[config.mk]
export PLATFORM = sky130hd
export DESIGN_NAME = sfr_bank_with_relocatable_serial_port_top_flat
export DESIGN_NICKNAME = d
export VERILOG_FILES = /design/src/rtl/sfrb_pkg.sv /design/src/rtl/sfrb_in_if.sv /design/src/rtl/sfrb_out_if.sv /design/src/rtl/sfr_bank_with_relocatable_serial_port_top.sv /design/src/flat_wrapper.sv
export SDC_FILE = /design/constraint.sdc
export NUM_CORES = 1
export LEC_CHECK = 0
export BUFFER_PORTS_ARGS = -buffer_cell sky130_fd_sc_hd__buf_2
export CAP_MARGIN = 20
export CORE_MARGIN = 5
export CORE_UTILIZATION = 60
export DETAILED_ROUTE_END_ITERATION = 12
export GPL_TIMING_DRIVEN = 0
export PLACE_DENSITY = 0.9
export SYNTH_ARGS = -nofsm -noshare
export SYNTH_HDL_FRONTEND = slang
export SYNTH_SLANG_ARGS = --single-unit
[constraint.sdc]
create_clock -name clk -period 2.35 [get_ports clk]
set_input_delay 0.47 -clock clk [delete_from_list [all_inputs] [get_ports clk]]
set_output_delay 0.47 -clock clk [all_outputs]
set_load 0.02 [all_outputs]
[src/rtl/sfrb_pkg.sv]
`timescale 1ns / 1ps
// ----------------------------------------------------------------------------
// SFR bank package
// Shared word types, register indexes and decode constants for the special
// function register bank and its relocatable serial window.
// ----------------------------------------------------------------------------
package sfrb_pkg;

    typedef struct packed {
        logic        cmd;
        logic [15:0] port_address;
        logic [7:0]  write_data;
    } in_word_t;

    typedef struct packed {
        logic [7:0] read_data;
        logic       claimed;
        logic       clock_slow;
    } out_word_t;

    localparam int unsigned NUM_REGS = 16;
    localparam int unsigned IDX_W    = 4;

    localparam logic        CMD_READ  = 1'b0;
    localparam logic        CMD_WRITE = 1'b1;

    localparam logic [11:0] BANK_PAGE = 12'hfff;

    localparam logic [IDX_W-1:0] IDX_RFC   = 4'h2;
    localparam logic [IDX_W-1:0] IDX_WCY1  = 4'h5;
    localparam logic [IDX_W-1:0] IDX_WCY2  = 4'h6;
    localparam logic [IDX_W-1:0] IDX_SULA  = 4'h8;
    localparam logic [IDX_W-1:0] IDX_OPHA  = 4'hc;
    localparam logic [IDX_W-1:0] IDX_OPSEL = 4'hd;

    localparam int unsigned OPSEL_SER_BIT = 3;

    localparam logic [1:0] SER_DATA    = 2'd0;
    localparam logic [1:0] SER_STATUS  = 2'd1;
    localparam logic [1:0] SER_MODE    = 2'd2;
    localparam logic [1:0] SER_COMMAND = 2'd3;

    localparam logic [7:0] STATUS_RESET   = 8'h05;
    localparam logic [7:0] STATUS_TX_SET  = 8'h05;
    localparam logic [7:0] STATUS_RX_MASK = 8'hfd;
    localparam int unsigned CMD_RESET_BIT = 6;

    localparam logic [7:0] SLOW_RFC  = 8'h84;
    localparam logic [7:0] SLOW_WCY1 = 8'hff;
    localparam logic [7:0] FAST_RFC  = 8'h8d;
    localparam logic [7:0] FAST_WCY1 = 8'hcc;
    localparam logic [7:0] CLK_WCY2  = 8'h0f;

    localparam logic [7:0] UNCLAIMED_DATA = 8'hff;

endpackage

[src/rtl/sfrb_in_if.sv]
`timescale 1ns / 1ps
// ----------------------------------------------------------------------------
// SFR bank access channel
// Valid/ready channel that carries one bus access word.
// ----------------------------------------------------------------------------
interface sfrb_in_if;
    logic               valid;
    logic               ready;
    sfrb_pkg::in_word_t data;

    modport source (output valid, output data, input ready);
    modport sink (input valid, input data, output ready);
endinterface

[src/rtl/sfrb_out_if.sv]
`timescale 1ns / 1ps
// ----------------------------------------------------------------------------
// SFR bank result channel
// Valid/ready channel that carries one access result word.
// ----------------------------------------------------------------------------
interface sfrb_out_if;
    logic                valid;
    logic                ready;
    sfrb_pkg::out_word_t data;

    modport source (output valid, output data, input ready);
    modport sink (input valid, input data, output ready);
endinterface

[src/rtl/sfr_bank_with_relocatable_serial_port_top.sv]
`timescale 1ns / 1ps
// ----------------------------------------------------------------------------
// SFR bank with relocatable serial port
// Sixteen byte registers at ports 0xfff0-0xffff, clock selection by register
// pattern, and a four-port serial window placed by the OPHA and SULA bytes.
// ----------------------------------------------------------------------------
// Each access word is decoded and applied in the cycle it is accepted, and its
// result word is registered, so one word is taken every clock cycle while the
// result register drains and the result appears in the cycle after; a single
// output register holds it, and a new word is accepted whenever that register is empty or being drained.
module sfr_bank_with_relocatable_serial_port_top (
    input  logic     clk,
    input  logic     rst_n,
    sfrb_in_if.sink  in_word,
    sfrb_out_if.source out_word
);

    logic [7:0] regs_reg [sfrb_pkg::NUM_REGS];
    logic [7:0] regs_next [sfrb_pkg::NUM_REGS];
    logic [7:0] ser_data_reg, ser_data_next;
    logic [7:0] ser_mode_reg, ser_mode_next;
    logic [7:0] ser_cmd_reg, ser_cmd_next;
    logic [7:0] ser_status_reg, ser_status_next;
    logic       slow_reg, slow_next;
    logic       out_valid_reg;
    sfrb_pkg::out_word_t out_data_reg, out_data_next;

    logic                        accept;
    logic                        is_write;
    logic                        bank_hit;
    logic                        win_hit;
    logic [sfrb_pkg::IDX_W-1:0]  idx;
    logic [1:0]                  off;
    logic [7:0]                  rd;

    assign in_word.ready  = !out_valid_reg || out_word.ready;
    assign accept         = in_word.valid && in_word.ready;
    assign out_word.valid = out_valid_reg;
    assign out_word.data  = out_data_reg;

    assign is_write = (in_word.data.cmd == sfrb_pkg::CMD_WRITE);
    assign idx      = in_word.data.port_address[sfrb_pkg::IDX_W-1:0];
    assign off      = in_word.data.port_address[1:0];
    assign bank_hit = (in_word.data.port_address[15:4] == sfrb_pkg::BANK_PAGE);
    assign win_hit  = !bank_hit
                   && regs_reg[sfrb_pkg::IDX_OPSEL][sfrb_pkg::OPSEL_SER_BIT]
                   && (in_word.data.port_address[15:2] ==
                       {regs_reg[sfrb_pkg::IDX_OPHA], regs_reg[sfrb_pkg::IDX_SULA][7:2]});

    always_comb
    begin
        regs_next       = regs_reg;
        ser_data_next   = ser_data_reg;
        ser_mode_next   = ser_mode_reg;
        ser_cmd_next    = ser_cmd_reg;
        ser_status_next = ser_status_reg;
        slow_next       = slow_reg;
        rd              = sfrb_pkg::UNCLAIMED_DATA;
        if (bank_hit)
        begin
            if (is_write)
            begin
                regs_next[idx] = in_word.data.write_data;
                if (idx == sfrb_pkg::IDX_RFC || idx == sfrb_pkg::IDX_WCY1
                    || idx == sfrb_pkg::IDX_WCY2)
                begin
                    if (regs_next[sfrb_pkg::IDX_RFC] == sfrb_pkg::SLOW_RFC
                        && regs_next[sfrb_pkg::IDX_WCY1] == sfrb_pkg::SLOW_WCY1
                        && regs_next[sfrb_pkg::IDX_WCY2] == sfrb_pkg::CLK_WCY2)
                    begin
                        slow_next = 1'b1;
                    end
                    else if (regs_next[sfrb_pkg::IDX_RFC] == sfrb_pkg::FAST_RFC
                        && regs_next[sfrb_pkg::IDX_WCY1] == sfrb_pkg::FAST_WCY1
                        && regs_next[sfrb_pkg::IDX_WCY2] == sfrb_pkg::CLK_WCY2)
                    begin
                        slow_next = 1'b0;
                    end
                end
            end
            else
            begin
                rd = regs_reg[idx];
            end
        end
        else if (win_hit)
        begin
            unique case (off)
                sfrb_pkg::SER_DATA:
                begin
                    if (is_write)
                    begin
                        ser_data_next   = in_word.data.write_data;
                        ser_status_next = ser_status_reg | sfrb_pkg::STATUS_TX_SET;
                    end
                    else
                    begin
                        ser_status_next = ser_status_reg & sfrb_pkg::STATUS_RX_MASK;
                        rd              = ser_data_reg;
                    end
                end
                sfrb_pkg::SER_STATUS:
                begin
                    rd = ser_status_reg;
                end
                sfrb_pkg::SER_MODE:
                begin
                    if (is_write)
                    begin
                        ser_mode_next = in_word.data.write_data;
                    end
                    rd = ser_mode_reg;
                end
                sfrb_pkg::SER_COMMAND:
                begin
                    if (is_write)
                    begin
                        ser_cmd_next = in_word.data.write_data;
                        if (in_word.data.write_data[sfrb_pkg::CMD_RESET_BIT])
                        begin
                            ser_data_next   = 8'h00;
                            ser_mode_next   = 8'h00;
                            ser_status_next = sfrb_pkg::STATUS_RESET;
                        end
                    end
                    rd = ser_cmd_reg;
                end
                default:
                begin
                    rd = sfrb_pkg::UNCLAIMED_DATA;
                end
            endcase
        end
        out_data_next.read_data  = is_write ? 8'h00 : rd;
        out_data_next.claimed    = bank_hit || win_hit;
        out_data_next.clock_slow = slow_next;
    end

    always_ff @(posedge clk or negedge rst_n)
    begin
        if (!rst_n)
        begin
            for (int i = 0; i < sfrb_pkg::NUM_REGS; i++)
            begin
                regs_reg[i] <= 8'h00;
            end
            ser_data_reg   <= 8'h00;
            ser_mode_reg   <= 8'h00;
            ser_cmd_reg    <= 8'h00;
            ser_status_reg <= sfrb_pkg::STATUS_RESET;
            slow_reg       <= 1'b0;
            out_valid_reg  <= 1'b0;
        end
        else
        begin
            if (accept)
            begin
                regs_reg       <= regs_next;
                ser_data_reg   <= ser_data_next;
                ser_mode_reg   <= ser_mode_next;
                ser_cmd_reg    <= ser_cmd_next;
                ser_status_reg <= ser_status_next;
                slow_reg       <= slow_next;
                out_valid_reg  <= 1'b1;
            end
            else if (out_word.ready)
            begin
                out_valid_reg <= 1'b0;
            end
        end
    end

    always_ff @(posedge clk)
    begin
        if (accept)
        begin
            out_data_reg <= out_data_next;
        end
    end

`ifndef SYNTHESIS
    a_result_follows_access: assert property (@(posedge clk) disable iff (!rst_n)
        accept |=> out_valid_reg)
        else $error("accepted access produced no result word");

    a_status_bits_stay_set: assert property (@(posedge clk) disable iff (!rst_n)
        ser_status_reg[0] && ser_status_reg[2])
        else $error("serial status bits 0 and 2 dropped");

    a_clock_changes_on_bank_write: assert property (@(posedge clk) disable iff (!rst_n)
        (slow_reg != $past(slow_reg)) |-> $past(accept && is_write && bank_hit))
        else $error("clock selection changed without a bank write");

    a_result_tracks_clock: assert property (@(posedge clk) disable iff (!rst_n)
        $past(accept) |-> (out_data_reg.clock_slow == slow_reg))
        else $error("result clock selection differs from state");
`endif

endmodule

[src/flat_wrapper.sv]
// flat-port wrapper written by rule: the top's interface ports become plain ports
module sfr_bank_with_relocatable_serial_port_top_flat 
  (clk, rst_n, in_word_valid, in_word_data, in_word_ready, out_word_valid, out_word_data, out_word_ready);
  sfrb_in_if in_word_i ();
  sfrb_out_if out_word_i ();
  input  logic clk;
  input  logic rst_n;
  input wire logic [$bits(in_word_i.valid)-1:0] in_word_valid;
  input wire logic [$bits(in_word_i.data)-1:0] in_word_data;
  output wire logic [$bits(in_word_i.ready)-1:0] in_word_ready;
  output wire logic [$bits(out_word_i.valid)-1:0] out_word_valid;
  output wire logic [$bits(out_word_i.data)-1:0] out_word_data;
  input wire logic [$bits(out_word_i.ready)-1:0] out_word_ready;
  assign in_word_i.valid = in_word_valid;
  assign in_word_i.data = in_word_data;
  assign in_word_ready = in_word_i.ready;
  assign out_word_valid = out_word_i.valid;
  assign out_word_data = out_word_i.data;
  assign out_word_i.ready = out_word_ready;
  sfr_bank_with_relocatable_serial_port_top u_core (.clk(clk), .rst_n(rst_n), .in_word(in_word_i), .out_word(out_word_i));
endmodule
### After elaboration in Yosys (flattened, before gate mapping)

Index checks and enable logic that the tools add are counted.

| storage, ports and cells | value |
|---|---|
| flip-flop bits (word level) | 172 |
| RAM bits | 0 |
| word-level logic and storage cells | 99 |
| input port bits | 29 |
| ROM bits | 0 |
| bits in latches | 0 |
| memories kept | 0 |

| cells by class | value |
|---|---|
| muxes and demuxes | 25 |
| equal/unequal tests | 18 |
| bitwise logic cells | 3 |
| divide/modulo/power cells | 0 |
| shifts and indexed selects | 0 |
| magnitude comparators | 2 |
| reductions and logical operators | 24 |
| $mul | 0 |
| add/sub/neg operators | 0 |

Operators with widths:

| operator | number |
|---|---|
| $bwmux W128 | 1 |
| $mux W8 | 10 |
| $pmux W8 S2 | 3 |
| $bmux W8 S4 | 1 |
| $demux W8 S4 | 1 |
| $eq A8 B8 Y1 const B | 4 |
| $pmux W8 S4 | 1 |
| $reduce_and A7 Y1 | 4 |
| $eq A14 B14 Y1 | 1 |
| $eq A12 B12 Y1 const B | 1 |
| $ne A2 B2 Y1 const B | 5 |
| $eq A4 B3 Y1 const B | 2 |
| $eq A8 B4 Y1 const B | 1 |
| $logic_and A1 B1 Y1 | 8 |
| $mux W1 | 7 |
| $reduce_bool A2 Y1 | 3 |
| $ge A5 B5 Y1 const B | 1 |
| $lt A5 B1 Y1 const B | 1 |
| $not A4 Y5 | 1 |
| $reduce_and A5 Y1 | 1 |
| $eq A2 B2 Y1 const B | 2 |
| $eq A4 B2 Y1 const B | 1 |
| $logic_or A1 B1 Y1 | 4 |
| $mux W3 | 1 |
| 5 further kinds | 7 |

### Logic depth before layout (Yosys ltp)

Gate-level depths: netlist (run 1).

| depth | value |
|---|---|
| word-level depth | 14 |
| mapped depth | 8 |

### Worst setup path after synthesis (run 1)

No wires, ideal clock.

| timing | value |
|---|---|
| kind | input port to flip-flop |
| start point | in in_word_data[10] |
| end point | reg u_core.out_data_reg, in the netlist u_core.out_word.data[0], data pin |
| path buffers | 1 |
| stages | 7 |
| arrival time | 2201 ps |
| data required time | 2089 ps |
| setup slack | -113 ps |
| path through | buf_2 nor4b_1 mux2_2 o31ai_1 nand2_1 o31ai_1 nand2_1 |

RTL lines:

| element | RTL line | source |
|---|---|---|
| from (decl) | flat_wrapper.sv:9 | `input wire logic [$bits(in_word_i.data)-1:0] in_word_data;` |
| to (signal assigned) | sfr_bank_with_relocatable_serial_port_top.sv:177 | `out_data_reg <= out_data_next;` |
| to (decl) | sfr_bank_with_relocatable_serial_port_top.sv:26 | `sfrb_pkg::out_word_t out_data_reg, out_data_next;` |

### Final worst setup path (run 1)

| timing | value |
|---|---|
| start point | reg u_core.out_valid_reg, in the netlist u_core.out_word.valid |
| end point | reg u_core.regs_reg[59] (netlist bit) |

| on the way | value |
|---|---|
| longest elaborated chain between the ends | 4 |

Ends and longest elaborated chain:

| element | RTL line | source |
|---|---|---|
| from (decl) | sfr_bank_with_relocatable_serial_port_top.sv:25 | `logic out_valid_reg;` |
| from (signal assigned) | sfr_bank_with_relocatable_serial_port_top.sv:152 | `out_valid_reg <= 1'b0;` |
| from (signal assigned) | sfr_bank_with_relocatable_serial_port_top.sv:164 | `out_valid_reg <= 1'b1;` |
| from (signal assigned) | sfr_bank_with_relocatable_serial_port_top.sv:168 | `out_valid_reg <= 1'b0;` |
| $logic_not A1 Y1 | sfr_bank_with_relocatable_serial_port_top.sv:36 | `assign in_word.ready = !out_valid_reg \|\| out_word.ready;` |
| $logic_or A1 B1 Y1 | sfr_bank_with_relocatable_serial_port_top.sv:36 |  |
| $logic_and A1 B1 Y1 | sfr_bank_with_relocatable_serial_port_top.sv:37 | `assign accept = in_word.valid && in_word.ready;` |
| $reduce_and A3 Y1 (no source line) | n/a |  |
| to (signal assigned) | sfr_bank_with_relocatable_serial_port_top.sv:158 | `regs_reg <= regs_next;` |
| to (decl) | sfr_bank_with_relocatable_serial_port_top.sv:18 | `logic [7:0] regs_reg [sfrb_pkg::NUM_REGS];` |

No other way between the ends.
A chain may end at the register's enable or synchronous reset.

==> results of run 1 <==
## per-stage QoR
step	setup TNS (ns)	instance area [um2]	hold slack, ns	cells
final	-0.8091	9289	-0.004269	811
after detailed placement	-48.05	8586	0.4560	774
after global routing	-2.023	9286	0.02961	810
after floorplan	0	8157	0.1744	562
after CTS	-1.424	9215	0.01027	808
after global placement	-234.54	8552	0.4833	773
## layout make-up
| cell class | count | area (um2) |
|---|---|---|
| Sequential cell | 165 | 4180 |
| Fill cell | 824 | 4006 |
| Multi-Input combinational cell | 350 | 3845 |
| Clock buffer | 24 | 471.7 |
| Timing Repair Buffer | 40 | 239.0 |
| Tap cell | 176 | 220.2 |
| Buffer | 42 | 211.5 |
| Clock inverter | 8 | 100.1 |
| Inverter | 5 | 18.77 |
| Antenna cell | 1 | 2.502 |
## metal layers
| metal | track usage | part of all wire | vias up |
|---|---|---|---|
| li1 | - | - | 2229 |
| met1 | 0.3351 | 0.38 | 2846 |
| met2 | 0.4359 | 0.50 | 275 |
| met3 | 0.07398 | 0.075 | 70 |
| met4 | 0.1483 | 0.044 | 0 |
| met5 | 0 | 0 | - |
## what timing repair did
item,CTS,global route
setup buffers,2,2
setup endpoints to repair,35,70
gates resized for setup,10,15
pin swaps,1,0
## synthesized netlist by cell type (all sizes together), types with 3 or more instances
library cell | n | share of area
a21oi | 6 | 0.0037
clkbuf | 14 | 0.0064
nand2 | 12 | 0.0064
and2 | 7 | 0.0054
nor3 | 10 | 0.011
nand2b | 6 | 0.0046
nor2 | 28 | 0.014
mux4 | 42 | 0.12
a211oi | 8 | 0.0074
edfxtp | 10 | 0.037
xnor2 | 11 | 0.012
mux2i | 7 | 0.0086
dfrtp | 154 | 0.47
nor4 | 4 | 0.0038
buf | 28 | 0.017
mux2 | 154 | 0.22
inv | 5 | 0.0023
o21ai | 5 | 0.0031
nand3 | 4 | 0.0037
or3 | 4 | 0.0038
xor2 | 3 | 0.0032
nand4 | 14 | 0.012
## logic make-up after synthesis
group	after synthesis
XOR/XNOR	14
flip-flops	165
AO/OA/AOI/OAI	29
AND/OR/NAND/NOR	104
buffers and inverters	47
multiplexers	203
## path summary, 6_finish.rpt
check	cells after the start	end	slack [ns]
max in group asynchronous	2	u_core.ser_status_reg[0]$_DFFE_PN1P_	1.49
worst min register to register	1	u_core.ser_data_reg[6]$_DFFE_PN0P_	0.50
worst min-delay path	1	u_core.regs_reg[93]$_DFFE_PN0P_	-0.004
min in group clk	2	u_core.out_word.valid$_DFFE_PN0P_	0.25
worst max-delay path	6	u_core.regs_reg[59]$_DFFE_PN0P_	-0.07
worst max register to register	6	u_core.regs_reg[59]$_DFFE_PN0P_	-0.07
## power by group
part	leakage, nW	internal (mW)	switching, mW
sequential	2.26	2.88	0.00268
clock	0.266	1.62	1.12
combinational	1.79	0.106	0.263
total	4.32	4.60	1.38
## layout by cell type (no fill, tap or decap), types with 4 or more instances in the layout
master	n
dfrtp_1	154
mux2_2	146
buf_2	46
mux4_2	42
nor2_1	20
clkbuf_1	18
clkbuf_16	17
nand4_1	12
xnor2_1	11
nand2_1	10
edfxtp_1	10
buf_1	8
mux2_4	8
a211oi_1	8
mux2i_1	7
and2_1	7
buf_4	6
nor2_4	6
a21oi_1	6
inv_1	5
nand2b_1	5
o21ai_0	5
nor3_1	4
clkbuf_4	4
clkinvlp_4	4
==> impl_summary.txt, run 1 <==
----------------------------------------------------
[STA]
  Ratio of final minimum period to clock period ... 1.031
  Clock period minus worst slack ... ~2.4 ns
  Max Transition Viols Final ... 0
  Max-slew headroom at the worst pin ... 0.4263
  Setup skew after layout ... 0.01609 ns
  Final Setup Violations ... 16
  Worst setup margin ... -0.07383 ns
  Peak clock frequency supported by timing ... between 400 and 500 MHz
  Setup repair after global routing missed its margin ... true
  Final number of hold-violating endpoints ... 4
  Worst Max-Slew Pin Slew ... ~0.86 ns
  Smallest hold slack ... -0.004269 ns

[Run]
  Max capacitance violation total ... 0

[Worst setup path]
  Kind of start point of the critical path ... register
  Type of element capturing the critical path ... register
  WP data required ... ~2.7 ns
  R2R Path Start ... u_core.out_word.valid$_DFFE_PN0P_
  Arr. time, crit path ... 2.74 ns
  Cell breakdown of the critical path ... nand2b_2, and3_1, buf_6, nand4b_1, nor3_2, mux2_2
  Crit path launch ... u_core.out_word.valid$_DFFE_PN0P_
  Combined buffer and inverter count along the critical path ... 1
  Critical path start-end classification ... register to register
  Biggest cell delay along the critical path ... between 0.7 and 0.8 ns
  Master of the slowest instance on the critical path ... nor3_2
  Gate family responsible for the most delay along the worst path ... simple AND/OR/NAND/NOR gates
  Maximum fanout along the worst path ... 8

[Yosys]
  Fraction of synthesized cell area in xor and xnor cells ... 0.01505
  Number of enable flip-flop cells after synthesis ... 10
  Multiplexer area fraction after synthesis ... 0.3412
  Share of synthesized cell area in full adder, half adder and majority cells ... 0
  Average cell area after synthesis ... 14.50 um2
  Area share of and/or/nand/nor cells after synthesis ... 0.08016
  Yosys synthesis warning count ... 0
  Dominant combinational cell family by area after synthesis ... multiplexers
  Share of synthesized registers carrying an async set or reset ... 0.9394
  Prevailing post-synth register cell ... dfrtp_1
  Synthesized Nets ... a little under 600
  Portion of the post-synthesis area used by sequential elements ... 0.5131
  Post-Syn Area ... between 8000 and 9000 um2
  Number of instances in the synthesized netlist ... approximately 560
  Compound-cell area share of the yosys netlist ... 0.02442
  Flip-flop and latch count after synthesis ... ~170
  Unique cell type count in the Yosys netlist ... 55

[Routing]
  Number of vias in the routed layout ... around 5.4k
  Total iterations of the first detailed-routing run ... 5
  Number of design rule violations left after detail routing ... 0
  Post-route ant nets ... 0
  Average wire per standard cell ... 25.80 um
  Post-detailed-routing wire length ... 20930 um
  Iter 0 DRT Violations ... 550
  Detail-routed via count per cell ... ~6.7

[Global route]
  Pin count of the biggest net entering global routing ... 104
  Number of antenna violations at the first check in global routing ... 0
  Number of global-route vias before repair ... slightly below 6k
  Global-route wire length before repair ... ~33000 um
  GRT Residual Overflow ... 0
  GRT Total Usage ... 0.2712

[Layout]
  Max FFs per register ... ~130
  Layout cell share with drive strength beyond 1 ... 0.4937
  Area growth from synthesis to layout ... 14.00%
  Final net count ... between 600 and 700
  Final core occ ... 0.6987

[Placed design]
  Gp weighted congestion ... a little over 0.9
  Pre-CTS WS ... -0.7193 ns
  HPWL after detailed placement ... about 14000 um
  Number of buffer cells added on primary ports ... 35

[CTS]
  CTS Buffer Depth ... 2
  Clock Latency Late Sink ... between 0.4 and 0.5 ns
  Post-CTS Hold Buffers ... 0
  Number of H-tree branching levels ... 4
  Clock Tree Root ... clkbuf_16
  CTS buffer count ... 17
  CTS clk-pin slew, worst paths ... 0.07 ns
  CTS Sinks ... approximately 170
  TritonCTS clock tree ... built

[Die]
  # IOs ... between 40 and 50
  Area inside the core boundary ... about 13000 um2
  Die ar. ... about 16000 um2
  Effective utilization at floorplan ... 0.6128
  Core Rows ... 42
  Die Span X ... between 100 and 150 um
  Die Ht ... 126.5 um

[Pwr]
  Worst VDD drop ... between 500 and 600 uV
  Power density over the cells ... around 640 nW/um2
  P_leak ... between 4 and 5 nW
  Pwr Total ... between 5 and 6 mW

[Worst hold path]
  Worst hold path class ... primary input to asynchronous set/reset pin

[Run status]
  Violated checks ... negative hold slack, negative setup slack
  Status ... complete, but fails checks

----------------------------------------------------
(Power assumes the default switching activity.)
==> inputs of run 2 (changes only) <==
--- a/config.mk
+++ b/config.mk
@@ -10,7 +10,6 @@
 export CORE_MARGIN = 5
 export CORE_UTILIZATION = 60
 export DETAILED_ROUTE_END_ITERATION = 12
-export GPL_TIMING_DRIVEN = 0
 export PLACE_DENSITY = 0.9
 export SYNTH_ARGS = -nofsm -noshare
 export SYNTH_HDL_FRONTEND = slang
==> run 2 against run 1 <==
  * The run now ends clean
  * Critical path depth increased by 2
  * Hold slack improved by 0.29 ns
  * First-iteration DRC count increased by 18%
  * Critical endpoint is now u_core.ser_mode_reg[0]$_DFFE_PN0P_
  * Highest routed layer unchanged
==> impl_summary.txt, run 2 (synthesized netlist as in run 1, its figures left out) <==
----------------------------------------------------
[Run status]
  Status ... finished, final reports clean

[Placed design]
  Total placed cells including tap cells ... 800 (+3.4%)
  Number of buffer cells added on primary ports ... 40 (+14%)
  Gp weighted congestion ... 0.9197 (+0.72%)
  HPWL after detailed placement ... 14750 um (+3.3%)

[Layout]
  Max FFs per register ... 128 (unchanged)
  Antenna Diode Count ... 0 (-1)
  Most common library cell in the layout ignoring fill and taps ... dfrtp_1
  Final core occ ... 0.7139 (+0.01525)
  Non-filler cells in the finished layout ... 833 (+2.7%)
  Layout cell share with drive strength beyond 1 ... 0.5373 (+0.04360)
  Commonest cells after routing, fill and taps aside ... dfrtp_1 (154), mux2_2 (146), buf_4 (60)
  Final net count ... 673 (+3.5%)
  Area growth from synthesis to layout ... 16.49%

[Die]
  # IOs ... 41 (unchanged)
  Die Ht ... 126.5 um (unchanged)
  Effective utilization at floorplan ... 0.6128 (unchanged)
  Core Rows ... 42 (unchanged)
  Area inside the core boundary ... 13300 um2 (unchanged)
  Die Span X ... 126.5 um (unchanged)
  Die ar. ... 16010 um2 (unchanged)

[Global route]
  GRT Total Usage ... 0.2840 (+0.01286)
  Number of global-route vias before repair ... 6019 (+1.5%)
  Pin count of the biggest net entering global routing ... 57 (-45%)
  Global-route wire length before repair ... 34670 um (+4.6%)
  GRT Residual Overflow ... 0 (unchanged)
  Number of antenna violations at the first check in global routing ... 0 (unchanged)

[CTS]
  CTS clk-pin slew, worst paths ... 0.06 ns (about the same)
  Clock Tree Root ... clkbuf_16
  CTS Buffer Depth ... 2 (unchanged)
  Setup repair bufs after CTS ... 0 (-2)
  Clock Latency Late Sink ... 0.43 ns (about the same)
  CTS buffer count ... 17 (unchanged)
  TritonCTS clock tree ... built
  Number of H-tree branching levels ... 4 (unchanged)
  CTS Sinks ... 165 (unchanged)

[Pwr]
  Share of power burned in combinational logic ... 0.065 (+0.003)
  Switching power as a share of total power ... 0.2360 (+0.004891)
  Pint ... 4.517 mW (-1.8%)
  Reported net switching power ... 1.396 mW (+0.93%)
  P_leak ... 4.514 nW (+4.6%)
  Worst VDD drop ... 583.6 uV (+12%)
  Part of the total power dissipated in sequential elements ... 0.487 (+0.006)
  Share of power burned in the clock network ... 0.447 (-0.010)
  Power density over the cells ... 623.0 nW/um2 (-3.3%)

[STA]
  Ratio of final minimum period to clock period ... 0.9147 (-0.1167)
  Setup skew after layout ... 0.01160 ns (-0.004487 ns)
  Final Setup Violations ... 0 (-16)
  Peak clock frequency supported by timing ... 465.2 MHz (+13%)
  Smallest hold slack ... 0.2845 ns (+0.2887 ns)
  Final number of hold-violating endpoints ... 0 (-4)
  Clock period minus worst slack ... 2.150 ns (-0.2742 ns)
  Setup repair after global routing missed its margin ... false
  Max Transition Viols Final ... 0 (unchanged)
  Worst Max-Slew Pin Slew ... 0.5498 ns (-0.3061 ns)
  Final sum of negative setup slack ... 0 ns (+0.8091 ns)
  Max-slew headroom at the worst pin ... 0.6335 (+0.2072)

[Worst setup path]
  Register-to-register path setup slack ... 0.20 ns (+0.27 ns)
  Type of element capturing the critical path ... register
  Kind of start point of the critical path ... register
  Crit path launch ... u_core.regs_reg[31]$_DFFE_PN0P_
  Reg2reg end ... u_core.ser_mode_reg[0]$_DFFE_PN0P_
  Biggest cell delay along the critical path ... 0.42 ns (-0.31 ns)
  Arr. time, crit path ... 2.46 ns (-0.28 ns)
  WP data required ... 2.66 ns (about the same)
  R2R Path Start ... u_core.regs_reg[31]$_DFFE_PN0P_
  Cell breakdown of the critical path ... xnor2_1, nand4_1, nor4_1, buf_4, and3_1, buf_4, nand3_2, mux2_2
  Critical path start-end classification ... register to register
  Maximum fanout along the worst path ... 8 (unchanged)
  Termination of the worst setup path ... u_core.ser_mode_reg[0]$_DFFE_PN0P_
  Most common cell type on the critical path ... buf_4
  R2R cell count ... 8 (+2)
  Master of the slowest instance on the critical path ... dfrtp_1

[Routing]
  Iter 0 DRT Violations ... 651 (+18%)
  Post-detailed-routing wire length ... 21670 um (+3.5%)
  Average wire per standard cell ... 26.01 um (+0.81%)
  Number of vias in the routed layout ... 5520 (+1.8%)
  Number of design rule violations left after detail routing ... 0 (unchanged)
  Post-route ant nets ... 0 (unchanged)
  Detail-routed via count per cell ... 6.627 (-0.84%)
  Total iterations of the first detailed-routing run ... 5 (unchanged)

[Run]
  Max capacitance violation total ... 0 (unchanged)

[Worst hold path]
  Worst hold path class ... primary input to register

----------------------------------------------------
==> run 2: cell count changes in the layout (fill, tap and decap cells not counted), sizes merged <==
cell and change:
buf +40, diode -1, dlygate4sd3 +1, clkinv +6, clkinvlp -2, inv +1
bufinv -1, clkbuf -22
==> run 2: worst max-delay path, delay by kind of cell (launching register included) <==
kind,cells,cell delay [ns]
AND/OR/NAND/NOR,4,0.74
multiplexers,1,0.37
flip-flops,1,0.42
buffers and inverters,2,0.30
XOR/XNOR,1,0.19
==> run 2: layer usage <==
layer | wire, um | up-vias | part of all wire | track usage
met2 | 10640 | 297 | 0.49 | 0.4611
met5 | 0 | - | 0 | 0
met1 | 8237 | 2849 | 0.38 | 0.3564
li1 | - | 2277 | - | -
met4 | 1140 | 0 | 0.053 | 0.1495
met3 | 1648 | 97 | 0.076 | 0.06726
==> run 2: layout make-up <==
class	count	area (um2)
Timing Repair Buffer	105	747.0
Clock buffer	20	456.7
Inverter	5	18.77
Sequential cell	165	4180
Tap cell	176	220.2
Multi-Input combinational cell	350	3764
Clock inverter	12	105.1
Fill cell	814	3804
==> run 2: worst min-delay path by stage <==
stage | from | endpoint | slack, ns | cells after the start
after detailed placement | rst_n | u_core.regs_reg[92]$_DFFE_PN0P_ | 0.43 | 1
after CTS | in_word_valid | u_core.out_word.valid$_DFFE_PN0P_ | 0.28 | 2
after global routing | in_word_valid | u_core.out_word.valid$_DFFE_PN0P_ | 0.29 | 2
after floorplan | rst_n | u_core.out_word.valid$_DFFE_PN0P_ | 0.17 | 0
after global placement | rst_n | u_core.regs_reg[92]$_DFFE_PN0P_ | 0.42 | 1
final | in_word_valid | u_core.out_word.valid$_DFFE_PN0P_ | 0.28 | 2
==> run 2: repair_timing <==
action,CTS,global route
endpoints found under the hold margin,33,0
hold buffers,1,0
gates resized for setup,0,0
==> run 2: power by group through the flow <==
stage	Combinational, mW	Sequential [mW]	Clock (mW)
finish	0.387	2.88	2.64
detailed placement	0.379	2.93	0
global placement	0.367	2.93	0
floorplan	0.166	2.95	0
global route	0.416	2.88	2.77
CTS	0.386	2.88	2.64
==> run 2: stage by stage <==
step	worst slack [ns]	instance area, um2	power (mW)
5_1_grt	0.03110	9492	6.064
2_1_floorplan	0.03674	8157	3.113
3_3_place_gp	-0.02901	8920	3.300
4_1_cts	0.2098	9492	5.910
6_report	0.2004	9492	5.913
3_5_place_dp	-0.09788	8920	3.313
